<file path="src/rtl/core/greedy_word_wrap_stream_macros.svh">
// assertion macros shared by the word wrap rtl
`ifndef GREEDY_WORD_WRAP_STREAM_MACROS_SVH
`define GREEDY_WORD_WRAP_STREAM_MACROS_SVH

`ifndef SYNTHESIS
// property that must hold at every clock edge out of reset
`define GWWS_ASSERT_ALWAYS(name, expr) \
    name: assert property (@(posedge clk) disable iff (!rst_n) (expr)) \
        else $error("word wrap check failed");
// property that must hold whenever the antecedent is true
`define GWWS_ASSERT_IMPLIES(name, ante, cons) \
    name: assert property (@(posedge clk) disable iff (!rst_n) (ante) |-> (cons)) \
        else $error("word wrap check failed");
`else
`define GWWS_ASSERT_ALWAYS(name, expr)
`define GWWS_ASSERT_IMPLIES(name, ante, cons)
`endif

`endif

</file>
<file path="src/rtl/core/gwws_pkg.sv">
// types, character codes and helpers for the word wrap block
package gwws_pkg;

    typedef enum logic [1:0] {
        ST_IDLE,
        ST_DRAIN,
        ST_FLUSH
    } state_t;

    localparam int CHAR_W  = 8;
    localparam int LINE_W  = 7;
    localparam int WIDTH_W = 6;

    // largest wrap width that is honoured
    localparam int MAX_WIDTH = 63;

    typedef logic [CHAR_W-1:0]  char_t;
    typedef logic [LINE_W-1:0]  line_t;
    typedef logic [WIDTH_W-1:0] wrap_t;

    localparam char_t NUL_CODE     = 8'd0;
    localparam char_t TAB_CODE     = 8'd9;
    localparam char_t NEWLINE_CODE = 8'd10;
    localparam char_t CR_CODE      = 8'd13;
    localparam char_t SPACE_CODE   = 8'd32;

    localparam line_t LINE_ZERO = 7'd0;
    localparam line_t LINE_ONE  = 7'd1;
    localparam line_t LINE_MAX  = 7'd127;

    localparam wrap_t WRAP_RESET = 6'd32;

    // space, tab, vertical tab, form feed, carriage return
    function automatic logic is_blank(input char_t c);
        return (c == SPACE_CODE) ||
               ((c >= TAB_CODE) && (c <= CR_CODE) && (c != NEWLINE_CODE));
    endfunction

    // characters that close a lookahead word
    function automatic logic ends_word(input char_t c);
        return (c == SPACE_CODE) || (c == NEWLINE_CODE) || (c == NUL_CODE);
    endfunction

    // saturating line length increment
    function automatic line_t bump_line(input line_t len);
        return (len == LINE_MAX) ? len : len + LINE_ONE;
    endfunction

endpackage

</file>
<file path="src/rtl/core/gwws_ram.sv">
// generic single-port-write ram with registered read
module gwws_ram #(
    parameter int WIDTH = 8,
    parameter int DEPTH = 64
) (
    input  logic                     clk,
    input  logic                     wr_en,
    input  logic [$clog2(DEPTH)-1:0] wr_addr,
    input  logic [WIDTH-1:0]         wr_data,
    input  logic [$clog2(DEPTH)-1:0] rd_addr,
    output logic [WIDTH-1:0]         rd_data
);

    logic [WIDTH-1:0] mem_reg [DEPTH];
    logic [WIDTH-1:0] rd_data_reg;

    always_ff @(posedge clk)
    begin
        if (wr_en)
        begin
            mem_reg[wr_addr] <= wr_data;
        end
        rd_data_reg <= mem_reg[rd_addr];
    end

    assign rd_data = rd_data_reg;

endmodule

</file>
<file path="src/rtl/core/greedy_word_wrap_stream.sv">
// greedy word wrap over a byte stream, top level
//
// input channel: in_valid / in_stall with char_in and end_of_text, one byte per word
// output channel: out_valid / out_stall with char_out and last_out, one byte per word
// config: cfg_wr_en writes wrap_width (reset 32); write it only while the block is idle
// a whitespace byte is held in the lookahead ram with the word that follows it until
//   line length plus word length reaches the wrap width (then it leaves as a newline)
//   or the word ends (then it leaves unchanged); end_of_text releases everything
// throughput: a byte that is not held leaves without delay; a byte that releases a burst
//   of held bytes keeps the next byte waiting until the burst has left, the burst leaving
//   at one byte per cycle, unless the receiver stalls, out of the single lookahead ram read port
// path: a byte that is not held passes from the input register to the output register
// last_out marks the final byte of each burst caused by one input word
// reset: line length and held count go to zero, wrap width to 32; no clearing pass,
//   the ram is only ever read below the held count
// a stalled receiver freezes the output register and the drain; one input word can
//   still be taken into the input register while the output waits
module greedy_word_wrap_stream #(
    parameter int BUFFER_DEPTH = 64
) (
    input  logic                       clk,
    input  logic                       rst_n,
    input  logic                       cfg_wr_en,
    input  logic [gwws_pkg::WIDTH_W-1:0] wrap_width,
    input  logic                       in_valid,
    output logic                       in_stall,
    input  logic [gwws_pkg::CHAR_W-1:0] char_in,
    input  logic                       end_of_text,
    output logic                       out_valid,
    input  logic                       out_stall,
    output logic [gwws_pkg::CHAR_W-1:0] char_out,
    output logic                       last_out
);

    `include "greedy_word_wrap_stream_macros.svh"

    // ram address, held-count and sum widths
    localparam int AW = $clog2(BUFFER_DEPTH);
    localparam int CW = $clog2(BUFFER_DEPTH + 1);
    localparam int RW = CW + 1;
    localparam int SW = ((CW > gwws_pkg::LINE_W) ? CW : gwws_pkg::LINE_W) + 1;

    // position in the circular lookahead buffer, one compare and subtract
    function automatic logic [AW-1:0] ring_add(input logic [AW-1:0] base,
                                               input logic [CW-1:0] off);
        logic [RW-1:0] sum;
        sum = RW'(base) + RW'(off);
        if (sum >= RW'(BUFFER_DEPTH))
        begin
            sum = sum - RW'(BUFFER_DEPTH);
        end
        return sum[AW-1:0];
    endfunction

    // state
    gwws_pkg::state_t state_reg, state_next;
    gwws_pkg::wrap_t  wrap_width_reg;

    logic             item_valid_reg, item_valid_next;
    gwws_pkg::char_t  item_char_reg, item_char_next;
    logic             item_eot_reg, item_eot_next;

    gwws_pkg::line_t  line_reg, line_next;
    logic [CW-1:0]    count_reg, count_next;
    logic [AW-1:0]    head_reg, head_next;

    // drain context: position, byte count, end of the lookahead word
    logic [CW-1:0]    p_reg, p_next;
    logic [CW-1:0]    n_reg, n_next;
    logic [CW-1:0]    j_reg, j_next;
    logic             eot_reg, eot_next;

    // one byte held back until we know whether it closes the burst
    logic             stage_valid_reg, stage_valid_next;
    gwws_pkg::char_t  stage_char_reg, stage_char_next;

    logic             out_valid_reg, out_valid_next;
    gwws_pkg::char_t  out_char_reg, out_char_next;
    logic             out_last_reg, out_last_next;

    // ram side
    logic             ram_we;
    logic [AW-1:0]    ram_waddr;
    gwws_pkg::char_t  ram_wdata;
    logic [AW-1:0]    rd_addr;
    gwws_pkg::char_t  rd_data;

    // decode
    logic             out_free;
    logic             item_go;
    logic             pending;
    logic [SW-1:0]    width_eff;
    logic [AW-1:0]    tail_addr;
    logic [CW-1:0]    idle_n, idle_j, idle_word;
    logic             idle_ends;
    logic             idle_release;
    logic             d_go, d_blank, d_wrap, d_hold, d_last_pos;
    logic [CW-1:0]    d_jp, d_word;
    gwws_pkg::char_t  d_char;
    gwws_pkg::line_t  d_line;

    gwws_ram #(
        .WIDTH (gwws_pkg::CHAR_W),
        .DEPTH (BUFFER_DEPTH)
    ) u_ram (
        .clk     (clk),
        .wr_en   (ram_we),
        .wr_addr (ram_waddr),
        .wr_data (ram_wdata),
        .rd_addr (rd_addr),
        .rd_data (rd_data)
    );

    // effective wrap width, clamped to the supported maximum
    assign width_eff = (SW'(wrap_width_reg) < SW'(gwws_pkg::MAX_WIDTH)) ?
                       SW'(wrap_width_reg) : SW'(gwws_pkg::MAX_WIDTH);

    assign out_free = !out_valid_reg || !out_stall;
    assign pending  = (count_reg != '0);
    assign item_go  = (state_reg == gwws_pkg::ST_IDLE) && item_valid_reg && out_free;
    assign in_stall = item_valid_reg && !item_go;

    // new byte appended behind the held whitespace and its word so far
    assign tail_addr = ring_add(head_reg, count_reg);
    assign idle_n    = count_reg + CW'(1);
    assign idle_ends = gwws_pkg::ends_word(item_char_reg);
    assign idle_j    = idle_ends ? count_reg : idle_n;
    assign idle_word = idle_j - CW'(1);

    // the held whitespace gets its answer now: wrap, word closed, text ended or full
    assign idle_release = pending &&
                          (((SW'(line_reg) + SW'(idle_word)) >= width_eff) ||
                           (idle_n >= CW'(BUFFER_DEPTH)) ||
                           idle_ends || item_eot_reg);

    // drain: one held byte per cycle from the ram read port unless the receiver stalls
    assign d_char     = rd_data;
    assign d_blank    = gwws_pkg::is_blank(d_char);
    assign d_jp       = (p_reg < j_reg) ? j_reg : n_reg;
    assign d_word     = d_jp - p_reg - CW'(1);
    assign d_wrap     = d_blank &&
                        (((SW'(line_reg) + SW'(d_word)) >= width_eff) ||
                         ((n_reg - p_reg) >= CW'(BUFFER_DEPTH)));
    assign d_hold     = d_blank && !d_wrap && !(d_jp < n_reg) && !eot_reg;
    assign d_last_pos = (p_reg == (n_reg - CW'(1)));
    assign d_line     = ((d_char == gwws_pkg::NEWLINE_CODE) || d_wrap) ?
                        gwws_pkg::LINE_ONE : gwws_pkg::bump_line(line_reg);
    assign d_go       = (state_reg == gwws_pkg::ST_DRAIN) &&
                        (!stage_valid_reg || out_free);

    // read address runs one byte ahead of the drain position
    always_comb
    begin
        unique case (state_reg)
            gwws_pkg::ST_DRAIN:
            begin
                if (d_go && !d_hold)
                begin
                    rd_addr = ring_add(head_reg, p_reg + CW'(1));
                end
                else
                begin
                    rd_addr = ring_add(head_reg, p_reg);
                end
            end
            default:
            begin
                rd_addr = head_reg;
            end
        endcase
    end

    // next state
    always_comb
    begin
        state_next = state_reg;
        unique case (state_reg)
            gwws_pkg::ST_IDLE:
            begin
                if (item_go && idle_release)
                begin
                    state_next = gwws_pkg::ST_DRAIN;
                end
            end
            gwws_pkg::ST_DRAIN:
            begin
                if (d_go)
                begin
                    priority if (d_hold)
                    begin
                        state_next = gwws_pkg::ST_IDLE;
                    end
                    else if (d_last_pos)
                    begin
                        state_next = gwws_pkg::ST_FLUSH;
                    end
                    else
                    begin
                        state_next = gwws_pkg::ST_DRAIN;
                    end
                end
            end
            gwws_pkg::ST_FLUSH:
            begin
                if (out_free)
                begin
                    state_next = gwws_pkg::ST_IDLE;
                end
            end
            default:
            begin
                state_next = gwws_pkg::ST_IDLE;
            end
        endcase
    end

    // datapath and outputs
    always_comb
    begin
        item_valid_next  = item_valid_reg;
        item_char_next   = item_char_reg;
        item_eot_next    = item_eot_reg;
        line_next        = line_reg;
        count_next       = count_reg;
        head_next        = head_reg;
        p_next           = p_reg;
        n_next           = n_reg;
        j_next           = j_reg;
        eot_next         = eot_reg;
        stage_valid_next = stage_valid_reg;
        stage_char_next  = stage_char_reg;
        out_valid_next   = out_valid_reg && out_stall;
        out_char_next    = out_char_reg;
        out_last_next    = out_last_reg;
        ram_we           = 1'b0;
        ram_waddr        = tail_addr;
        ram_wdata        = item_char_reg;

        unique case (state_reg)
            gwws_pkg::ST_IDLE:
            begin
                if (item_go)
                begin
                    item_valid_next = 1'b0;
                    if (!pending)
                    begin
                        // nothing held: decide this byte on its own
                        priority if (item_char_reg == gwws_pkg::NEWLINE_CODE)
                        begin
                            out_valid_next = 1'b1;
                            out_char_next  = item_char_reg;
                            out_last_next  = 1'b1;
                            line_next      = gwws_pkg::LINE_ONE;
                        end
                        else if (gwws_pkg::is_blank(item_char_reg))
                        begin
                            if (SW'(line_reg) >= width_eff)
                            begin
                                out_valid_next = 1'b1;
                                out_char_next  = gwws_pkg::NEWLINE_CODE;
                                out_last_next  = 1'b1;
                                line_next      = gwws_pkg::LINE_ONE;
                            end
                            else if (item_eot_reg)
                            begin
                                out_valid_next = 1'b1;
                                out_char_next  = item_char_reg;
                                out_last_next  = 1'b1;
                                line_next      = gwws_pkg::bump_line(line_reg);
                            end
                            else
                            begin
                                // hold the whitespace until its word is known
                                ram_we     = 1'b1;
                                ram_waddr  = head_reg;
                                count_next = CW'(1);
                            end
                        end
                        else
                        begin
                            out_valid_next = 1'b1;
                            out_char_next  = item_char_reg;
                            out_last_next  = 1'b1;
                            line_next      = gwws_pkg::bump_line(line_reg);
                        end
                        if (item_eot_reg)
                        begin
                            line_next = gwws_pkg::LINE_ZERO;
                        end
                    end
                    else
                    begin
                        ram_we = 1'b1;
                        if (idle_release)
                        begin
                            p_next   = '0;
                            n_next   = idle_n;
                            j_next   = idle_j;
                            eot_next = item_eot_reg;
                        end
                        else
                        begin
                            count_next = idle_n;
                        end
                    end
                end
            end
            gwws_pkg::ST_DRAIN:
            begin
                if (d_go)
                begin
                    if (d_hold)
                    begin
                        // a whitespace inside the word waits again; close the burst
                        if (stage_valid_reg)
                        begin
                            out_valid_next = 1'b1;
                            out_char_next  = stage_char_reg;
                            out_last_next  = 1'b1;
                        end
                        stage_valid_next = 1'b0;
                        head_next        = ring_add(head_reg, p_reg);
                        count_next       = n_reg - p_reg;
                    end
                    else
                    begin
                        if (stage_valid_reg)
                        begin
                            out_valid_next = 1'b1;
                            out_char_next  = stage_char_reg;
                            out_last_next  = 1'b0;
                        end
                        stage_valid_next = 1'b1;
                        stage_char_next  = d_wrap ? gwws_pkg::NEWLINE_CODE : d_char;
                        line_next        = d_line;
                        p_next           = p_reg + CW'(1);
                        if (d_last_pos)
                        begin
                            count_next = '0;
                            if (eot_reg)
                            begin
                                line_next = gwws_pkg::LINE_ZERO;
                            end
                        end
                    end
                end
            end
            gwws_pkg::ST_FLUSH:
            begin
                if (out_free)
                begin
                    out_valid_next   = 1'b1;
                    out_char_next    = stage_char_reg;
                    out_last_next    = 1'b1;
                    stage_valid_next = 1'b0;
                end
            end
            default:
            begin
                stage_valid_next = 1'b0;
            end
        endcase

        // input register takes a new word whenever it is free or being emptied
        if (in_valid && !in_stall)
        begin
            item_valid_next = 1'b1;
            item_char_next  = char_in;
            item_eot_next   = end_of_text;
        end
    end

    always_ff @(posedge clk or negedge rst_n)
    begin
        if (!rst_n)
        begin
            state_reg       <= gwws_pkg::ST_IDLE;
            wrap_width_reg  <= gwws_pkg::WRAP_RESET;
            item_valid_reg  <= 1'b0;
            line_reg        <= gwws_pkg::LINE_ZERO;
            count_reg       <= '0;
            head_reg        <= '0;
            p_reg           <= '0;
            n_reg           <= '0;
            j_reg           <= '0;
            eot_reg         <= 1'b0;
            stage_valid_reg <= 1'b0;
            out_valid_reg   <= 1'b0;
        end
        else
        begin
            state_reg       <= state_next;
            item_valid_reg  <= item_valid_next;
            line_reg        <= line_next;
            count_reg       <= count_next;
            head_reg        <= head_next;
            p_reg           <= p_next;
            n_reg           <= n_next;
            j_reg           <= j_next;
            eot_reg         <= eot_next;
            stage_valid_reg <= stage_valid_next;
            out_valid_reg   <= out_valid_next;
            if (cfg_wr_en)
            begin
                wrap_width_reg <= wrap_width;
            end
        end
    end

    // payload registers
    always_ff @(posedge clk)
    begin
        item_char_reg  <= item_char_next;
        item_eot_reg   <= item_eot_next;
        stage_char_reg <= stage_char_next;
        out_char_reg   <= out_char_next;
        out_last_reg   <= out_last_next;
    end

    assign out_valid = out_valid_reg;
    assign char_out  = out_char_reg;
    assign last_out  = out_last_reg;

    // held bytes never fill the ram
    `GWWS_ASSERT_ALWAYS(a_count_below_depth, count_reg < CW'(BUFFER_DEPTH))
    // drain position stays inside the burst
    `GWWS_ASSERT_IMPLIES(a_drain_pos_in_range, state_reg == gwws_pkg::ST_DRAIN, p_reg < n_reg)
    // staged byte never outlives its burst
    `GWWS_ASSERT_IMPLIES(a_stage_empty_in_idle, state_reg == gwws_pkg::ST_IDLE, !stage_valid_reg)
    // flush always has a byte to close the burst
    `GWWS_ASSERT_IMPLIES(a_flush_has_byte, state_reg == gwws_pkg::ST_FLUSH, stage_valid_reg)

endmodule

</file>
<file path="config.mk">
export PLATFORM = sky130hd
export DESIGN_NAME = greedy_word_wrap_stream
export DESIGN_NICKNAME = d
export VERILOG_FILES = /design/src/rtl/core/gwws_pkg.sv /design/src/rtl/core/gwws_ram.sv /design/src/rtl/core/greedy_word_wrap_stream.sv
export VERILOG_INCLUDE_DIRS = /design/src /design/src/rtl/core
export SDC_FILE = /design/constraint.sdc
export NUM_CORES = 1
export LEC_CHECK = 0
export ABC_AREA = 1
export BUFFER_PORTS_ARGS = -buffer_cell sky130_fd_sc_hd__buf_2
export CELL_PAD_IN_SITES_DETAIL_PLACEMENT = 1
export CELL_PAD_IN_SITES_GLOBAL_PLACEMENT = 1
export CORE_UTILIZATION = 51
export CTS_BUF_LIST = sky130_fd_sc_hd__clkbuf_2 sky130_fd_sc_hd__clkbuf_4 sky130_fd_sc_hd__clkbuf_8
export CTS_CLUSTER_DIAMETER = 200
export DETAILED_ROUTE_END_ITERATION = 12
export HOLD_SLACK_MARGIN = 0.12
export MAX_ROUTING_LAYER = met4
export PLACE_DENSITY_LB_ADDON = 0.08
export SLEW_MARGIN = 20
export SYNTH_ARGS = -nofsm -noshare
export SYNTH_HDL_FRONTEND = slang
export SYNTH_HIERARCHICAL = 1
export SYNTH_SLANG_ARGS = --single-unit
</file>
<file path="constraint.sdc">
create_clock -name clk -period 8.9 [get_ports clk]
set_input_delay 1.78 -clock clk [delete_from_list [all_inputs] [get_ports clk]]
set_output_delay 1.78 -clock clk [all_outputs]
set_load 0.02 [all_outputs]
</file>
# Yosys cells after proc, flatten, opt, wreduce, memory -nomap -nowiden
# Memories as Yosys holds them, arrays and structs flattened. A register that Yosys moved wholly into a read port is not among the register bits.
# Index checks and enable logic that the tools add are counted.
dict set report op_classes {
  n_shift 0
  eq_ne 26
  magnitude_cmp 15
  bitwise_logic 2
  n_div 0
  mux 99
  n_reduce_logical 54
  add_sub_neg 16
  multipliers 0
}
# operator count
set ops {}
lappend ops {{7-bit two-way mux} 29}
lappend ops {{6-bit two-way mux} 13}
lappend ops {{8-bit two-way mux} 9}
lappend ops {{7-bit case mux with 2 select lines} 3}
lappend ops {{1-bit two-way mux} 35}
lappend ops {{6-bit by 7-bit adder with 8-bit output} 3}
lappend ops {{8-bit by 7-bit >= comparator with 1-bit output, second input constant} 3}
lappend ops {{8-bit case mux with 3 select lines} 1}
lappend ops {{7-bit by 1-bit adder with 7-bit output, second input constant} 3}
lappend ops {{7-bit by 1-bit subtractor with 7-bit output, second input constant} 3}
lappend ops {{6-bit by 1-bit subtractor with 6-bit output, second input constant} 3}
lappend ops {{1-bit logical AND} 17}
lappend ops {{7-bit by 7-bit adder with 8-bit output} 2}
lappend ops {{8-bit by 4-bit equality test with 1-bit output, second input constant} 2}
lappend ops {{8-bit by 6-bit equality test with 1-bit output, second input constant} 2}
lappend ops {{8-bit by 4-bit >= comparator with 1-bit output, second input constant} 2}
lappend ops {{8-bit by 6-bit >= comparator with 1-bit output} 2}
lappend ops {{8-bit by 4-bit <= comparator with 1-bit output, second input constant} 2}
lappend ops {{2-bit inequality test, second input constant} 8}
lappend ops {{8-bit by 4-bit inequality test with 1-bit output, second input constant} 2}
lappend ops {{3-bit inequality test, second input constant} 5}
lappend ops {{7-bit >= comparator, second input constant} 2}
lappend ops {{7-bit less-than comparator} 2}
lappend ops {{7-bit subtractor} 2}
lappend ops {{other kinds (26)} 57}
dict set report word_totals {
  word_cells 230
  input_bits 20
  ramBits 512
  n_memories 1
  latchBits 0
  mem_bits_ro 0
  ff_bits 79
}
# name depth width rd rd_ports_with_merged_regs wr line
set memory_table {}
lappend memory_table {u_ram.mem_reg 64 8 1 1 1 gwws_ram.sv:14} ;# logic [WIDTH-1:0] mem_reg [DEPTH];

# Logic depth before layout (Yosys ltp)
dict set report logic_depth {
  depth_word 16
  depth_mapped 44
  mapped_depth_nobuf 41
}

# Cells and area by module
# Netlist, hierarchy kept.
# module cells_per_inst seq_area_each_um2 n_inst area_per_inst_um2
set by_module_without_submodules {}
lappend by_module_without_submodules {gwws_ram 1822 15534.9 1 21291.7}
lappend by_module_without_submodules {greedy_word_wrap_stream 926 2108.3 1 6954.2}

# Worst setup path after synthesis
# No wires, ideal clock.
dict set report synth_path {
  path_type {register to register}
  startpoint {reg p_reg[4]}
  endpoint {reg u_ram.rd_data_reg[7], in the netlist u_ram/rd_data[7] (read register of u_ram.mem_reg)}
  path_slack_ps 3364
  arrival_time_ps 5423
  setup_ps 113
  n_path_buf 3
  path_stages_with_launch 41
  path_cell_list {dfrtp_1 ha_1 nand2_1 a21oi_1 nor2_1 nand2_1 clkbuf_1 o21ai_0 ha_1 fa_1 nand3_1 nand3_1 xnor2_1 inv_1 ha_1 nand2_1 inv_1 nand2_1 (+5 left out) nand3_1 a21oi_1 nand4_4 nor2_8 nand2_2 nand2_1 nor2_1 nand2_1 o211ai_1 buf_2 buf_2 nand3_1 nand3_1 nand2_1 nand2_1 nand3_1 nand3_1 nand2_1}
}
dict set report synth_via {
  elab_chain_len 16
  elab_cells_between_ends 29
  classes_between {9 x add/sub; 6 x order compare; 5 x mux; 9 x reduce/logical}
}
# item line
set synth_lines {}
lappend synth_lines {{from (decl)} greedy_word_wrap_stream.sv:68} ;# logic [CW-1:0] p_reg, p_next;
lappend synth_lines {{from (signal assigned)} greedy_word_wrap_stream.sv:397} ;# p_reg <= p_next;
lappend synth_lines {{7-bit less-than comparator} greedy_word_wrap_stream.sv:139} ;# assign d_jp = (p_reg < j_reg) ? j_reg : n_reg;
lappend synth_lines {{7-bit two-way mux} greedy_word_wrap_stream.sv:139}
lappend synth_lines {{7-bit subtractor} greedy_word_wrap_stream.sv:140} ;# assign d_word = d_jp - p_reg - CW'(1);
lappend synth_lines {{7-bit by 1-bit subtractor with 7-bit output} greedy_word_wrap_stream.sv:140}
lappend synth_lines {{7-bit by 7-bit adder with 8-bit output} greedy_word_wrap_stream.sv:142} ;# (((SW'(line_reg) + SW'(d_word)) >= width_eff) ||
lappend synth_lines {{8-bit by 6-bit >= comparator with 1-bit output} greedy_word_wrap_stream.sv:142}
lappend synth_lines {{1-bit logical OR} greedy_word_wrap_stream.sv:142}
lappend synth_lines {{1-bit logical AND} greedy_word_wrap_stream.sv:141} ;# assign d_wrap = d_blank &&
lappend synth_lines {{1-bit zero test} greedy_word_wrap_stream.sv:144} ;# assign d_hold = d_blank && !d_wrap && !(d_jp < n_reg) && !eot_reg;
lappend synth_lines {{1-bit logical AND (3 in series)} greedy_word_wrap_stream.sv:144}
lappend synth_lines {{1-bit zero test} greedy_word_wrap_stream.sv:157} ;# if (d_go && !d_hold)
lappend synth_lines {{1-bit logical AND} greedy_word_wrap_stream.sv:157}
lappend synth_lines {{6-bit two-way mux (*)} greedy_word_wrap_stream.sv:157}
lappend synth_lines {{6-bit two-way mux (*)} greedy_word_wrap_stream.sv:154} ;# unique case (state_reg)
lappend synth_lines {{via rd_addr[1]} greedy_word_wrap_stream.sv:85} ;# logic [AW-1:0] rd_addr;
lappend synth_lines {{to (decl)} gwws_ram.sv:15} ;# logic [WIDTH-1:0] rd_data_reg;
# Mark *: on every way through the listed nets, which the timed path passes. The rest lies on a longest branch.
# A chain may end at the register's enable or synchronous reset.

# Worst setup path after layout
dict set report layout_path {
  startpoint {reg p_reg[6]}
  endpoint {reg u_ram.rd_data_reg[6], in the netlist u_ram/rd_data[6] (read register of u_ram.mem_reg)}
}
# Same word-level chain as after synthesis.

==> impl_metrics.json <==
{
  "status": "completed",
  "core_area_um2": 54200,
  "arrival_ps": 8180,
  "grt.total_usage_pct": 30.2,
  "max_slew.worst_pin.slew_ps": 1080,
  "multi_input_comb_area_um2": 9210,
  "die_x_um": 237,
  "numPortBuffers": 30,
  "tritoncts": "built",
  "cts_inserted_buffers": 101,
  "worst_path_most_repeated_cell": "nand2_1",
  "cts_root_buffer": "clkbuf_8",
  "seqCellArea_um2": 17600,
  "area_growth_syn_to_layout_pct": 8.98,
  "finalClockSkew_ps": 38.6,
  "grt_max_degree": 165,
  "synthDistinctLibCells": 52,
  "worst_ep_required_time_ps": 9480,
  "startpoint_type": "flip-flop",
  "cts_hold_buf": 0,
  "min_path_cells": 0,
  "drv_cap": 0,
  "reg2regPathDepth": 40,
  "drc": 0,
  "largest_reg_flops": 512,
  "wl_um": 81000,
  "path_delay_family": "simple AND/OR/NAND/NOR gates",
  "start_util_pct": 52.1,
  "met1_usage_pct": 40.9,
  "cp-end-kind": "flip-flop",
  "postSynthAreaPerCell_um2": 10.3,
  "grt_pass1_wl_um": 126000,
  "period_share_pct": 85.4,
  "syn_inst": 2748,
  "drtPass1Iterations": 5,
  "rsz0062_at_grt": "false",
  "syn_area_um2": 28200,
  "grt_antenna_before_repair": 1,
  "hold_end": "stage_char_reg[7]$_SDFFCE_PP0P_",
  "cts.path.max_buffers": 3,
  "path_buf_inv": 6,
  "yosysSeqAreaShare_pct": 62.5,
  "num_vias": 20600,
  "drt-wirelength-per-cell_um": 22.8,
  "dieHeight_um": 237,
  "nNetsFinal": 2890,
  "ys_seq_elements": 599,
  "grt_overflow": 0,
  "die_area_um2": 56300,
  "fmax_ghz": 0.132,
  "hp-class": "reg -> reg",
  "cp_slowest_stage_delay_ps": 610,
  "drt_iter0_drc": 1460,
  "period_minus_slack_ps": 7600,
  "first_global_vias": 21300,
  "postCtsResizedCells": 0,
  "maxSlewHeadroom_pct": 27.8,
  "ios": 31,
  "hp-start": "u_ram/rd_data[7]$_DFF_P_",
  "hold_violations": 0,
  "worst-path-max-fanout": 58,
  "path_class": "reg -> reg",
  "slowest_stage": "inv_4",
  "drtAntennaViolNets": 0,
  "vias_per_cell": 5.77,
  "synth.net_count": 2857,
  "drive_gt1_share_pct": 9.33,
  "std_cell_rows": 85,
  "grt-busiest-layer": "met2",
  "setup_viol": 0,
  "reg2reg_from": "p_reg[6]$_DFFE_PN0P_",
  "gp_congestion": 0.881,
  "use_met3_pct": 3.97,
  "place_hpwl_um": 51000,
  "timing.reg2reg.setup_slack_ps": 1300,
  "insertion_delay_ps": 720,
  "fill_cells": 5930,
  "clock-sinks": 599,
  "path_clk_slew_ps": 60,
  "cts_max_level": 3,
  "met2_usage_pct": 47.5,
  "reg2reg_to": "u_ram/rd_data[6]$_DFF_P_",
  "finalMaxSlewViolations": 0,
  "synth_warnings": 6,
  "post_cts_buffers": 0,
  "fin_setup_tns_ps": 0
}
[kinds of logic (layout without fill, tap and decap cells)]
| kind of cell | after synthesis | after routing | share of synthesized area [%] |
|---|---|---|---|
| AND/OR/NAND/NOR | 1569 | 1569 | 23.9 |
| flip-flops | 599 | 599 | 62.5 |
| buffers and inverters | 298 | 412 | 5.10 |
| AO/OA/AOI/OAI | 136 | 136 | 2.65 |
| adder cells (fa/ha/maj) | 89 | 89 | 4.13 |
| XOR/XNOR | 55 | 55 | 1.71 |
| multiplexers | 2 | 2 | 0.0797 |
| other | 0 | 1 | 0 |
[synthesized netlist by cell type (all sizes together)]
| master | n | share of area (%) |
|---|---|---|
| nand2 | 894 | 12 |
| edfxtp | 538 | 57 |
| nand3 | 483 | 8.7 |
| inv | 169 | 2.3 |
| nor2 | 137 | 2.0 |
| buf | 106 | 2.5 |
| ha | 82 | 3.6 |
| o21ai | 69 | 1.2 |
| dfrtp | 52 | 4.6 |
| a21oi | 45 | 0.84 |
| xor2 | 30 | 0.93 |
| nand4 | 29 | 0.72 |
| xnor2 | 25 | 0.78 |
| clkbuf | 22 | 0.29 |
| nor3 | 19 | 0.38 |
| dfxtp | 8 | 0.57 |
| fa | 7 | 0.50 |
| a31oi | 4 | 0.089 |
| a211oi | 3 | 0.080 |
| a21o | 3 | 0.080 |
| o211ai | 3 | 0.080 |
| or2 | 3 | 0.066 |
| mux2 | 2 | 0.080 |
| nand3b | 2 | 0.053 |
| nor4 | 2 | 0.044 |
| o21a | 2 | 0.053 |
| o31ai | 2 | 0.053 |
| a2111oi | 1 | 0.031 |
| a21boi | 1 | 0.040 |
| a22oi | 1 | 0.027 |
| a31o | 1 | 0.031 |
| clkinv | 1 | 0.013 |
| dfstp | 1 | 0.093 |
| o21bai | 1 | 0.027 |
[how the worst max path moves through the flow]
stage / from / endpoint / slack, ps / cells after the start
2_1_floorplan: p_reg[4]$_DFFE_PN0P_ / u_ram/rd_data[7]$_DFF_P_ / 3360 / 40
3_5_place_dp: p_reg[6]$_DFFE_PN0P_ / u_ram/rd_data[5]$_DFF_P_ / 1320 / 40
4_1_cts: p_reg[6]$_DFFE_PN0P_ / u_ram/rd_data[5]$_DFF_P_ / 1320 / 40
6_report: p_reg[6]$_DFFE_PN0P_ / u_ram/rd_data[6]$_DFF_P_ / 1300 / 40
3_3_place_gp: p_reg[2]$_DFFE_PN0P_ / u_ram/rd_data[5]$_DFF_P_ / 1430 / 41
5_1_grt: p_reg[2]$_DFFE_PN0P_ / u_ram/rd_data[6]$_DFF_P_ / 810 / 41
[final cells by class]
| cell class | count | share of cell area [%] |
|---|---|---|
| repair buffers | 58 | 1.41 |
| multi-input cells | 1851 | 29.9 |
| well taps | 696 | 2.83 |
| clock buffers | 146 | 5.67 |
| clock inverters | 38 | 0.748 |
| diodes | 1 | 0.00813 |
| inverters | 170 | 2.10 |
| flip-flops and latches | 599 | 57.3 |
[per-layer routing]
layer | wire [um] | vias to the layer above
met5 | 0 | -
met4 | 1980 | 0
met3 | 4390 | 136
met2 | 38800 | 581
met1 | 35800 | 10400
li1 | - | 9464
[cells in the final DEF (no fill, tap or decap), types with 25 or more instances in the layout]
master    synthesis  layout
nand2_1         888     887
edfxtp_1        538     538
nand3_1         477     477
inv_1           163     161
nor2_1          131     130
clkbuf_8          0     104
ha_1             82      82
o21ai_0          57      57
dfrtp_1          52      52
a21oi_1          44      43
clkbuf_4          0      42
xor2_1           30      30
buf_2            57      30
nand4_1          27      27
xnor2_1          25      25
[stage by stage]
| step | area, um^2 | setup WS (ps) | util, % | instances | hold WS [ps] |
|---|---|---|---|---|---|
| 3_3_place_gp | 28800 | 1430 | 53.1 | 3374 | 475 |
| 3_5_place_dp | 28800 | 1320 | 53.1 | 3374 | 480 |
| 6_report | 30800 | 1300 | 56.8 | 3559 | 500 |
| 4_1_cts | 30800 | 1320 | 56.7 | 3558 | 505 |
| 2_1_floorplan | 28200 | 3360 | - | 2748 | 453 |
| 5_1_grt | 30800 | 807 | 56.8 | 3559 | 514 |
Power is not shown: default switching activity piles up to over one toggle a cycle in this logic, so the estimate is an artifact.
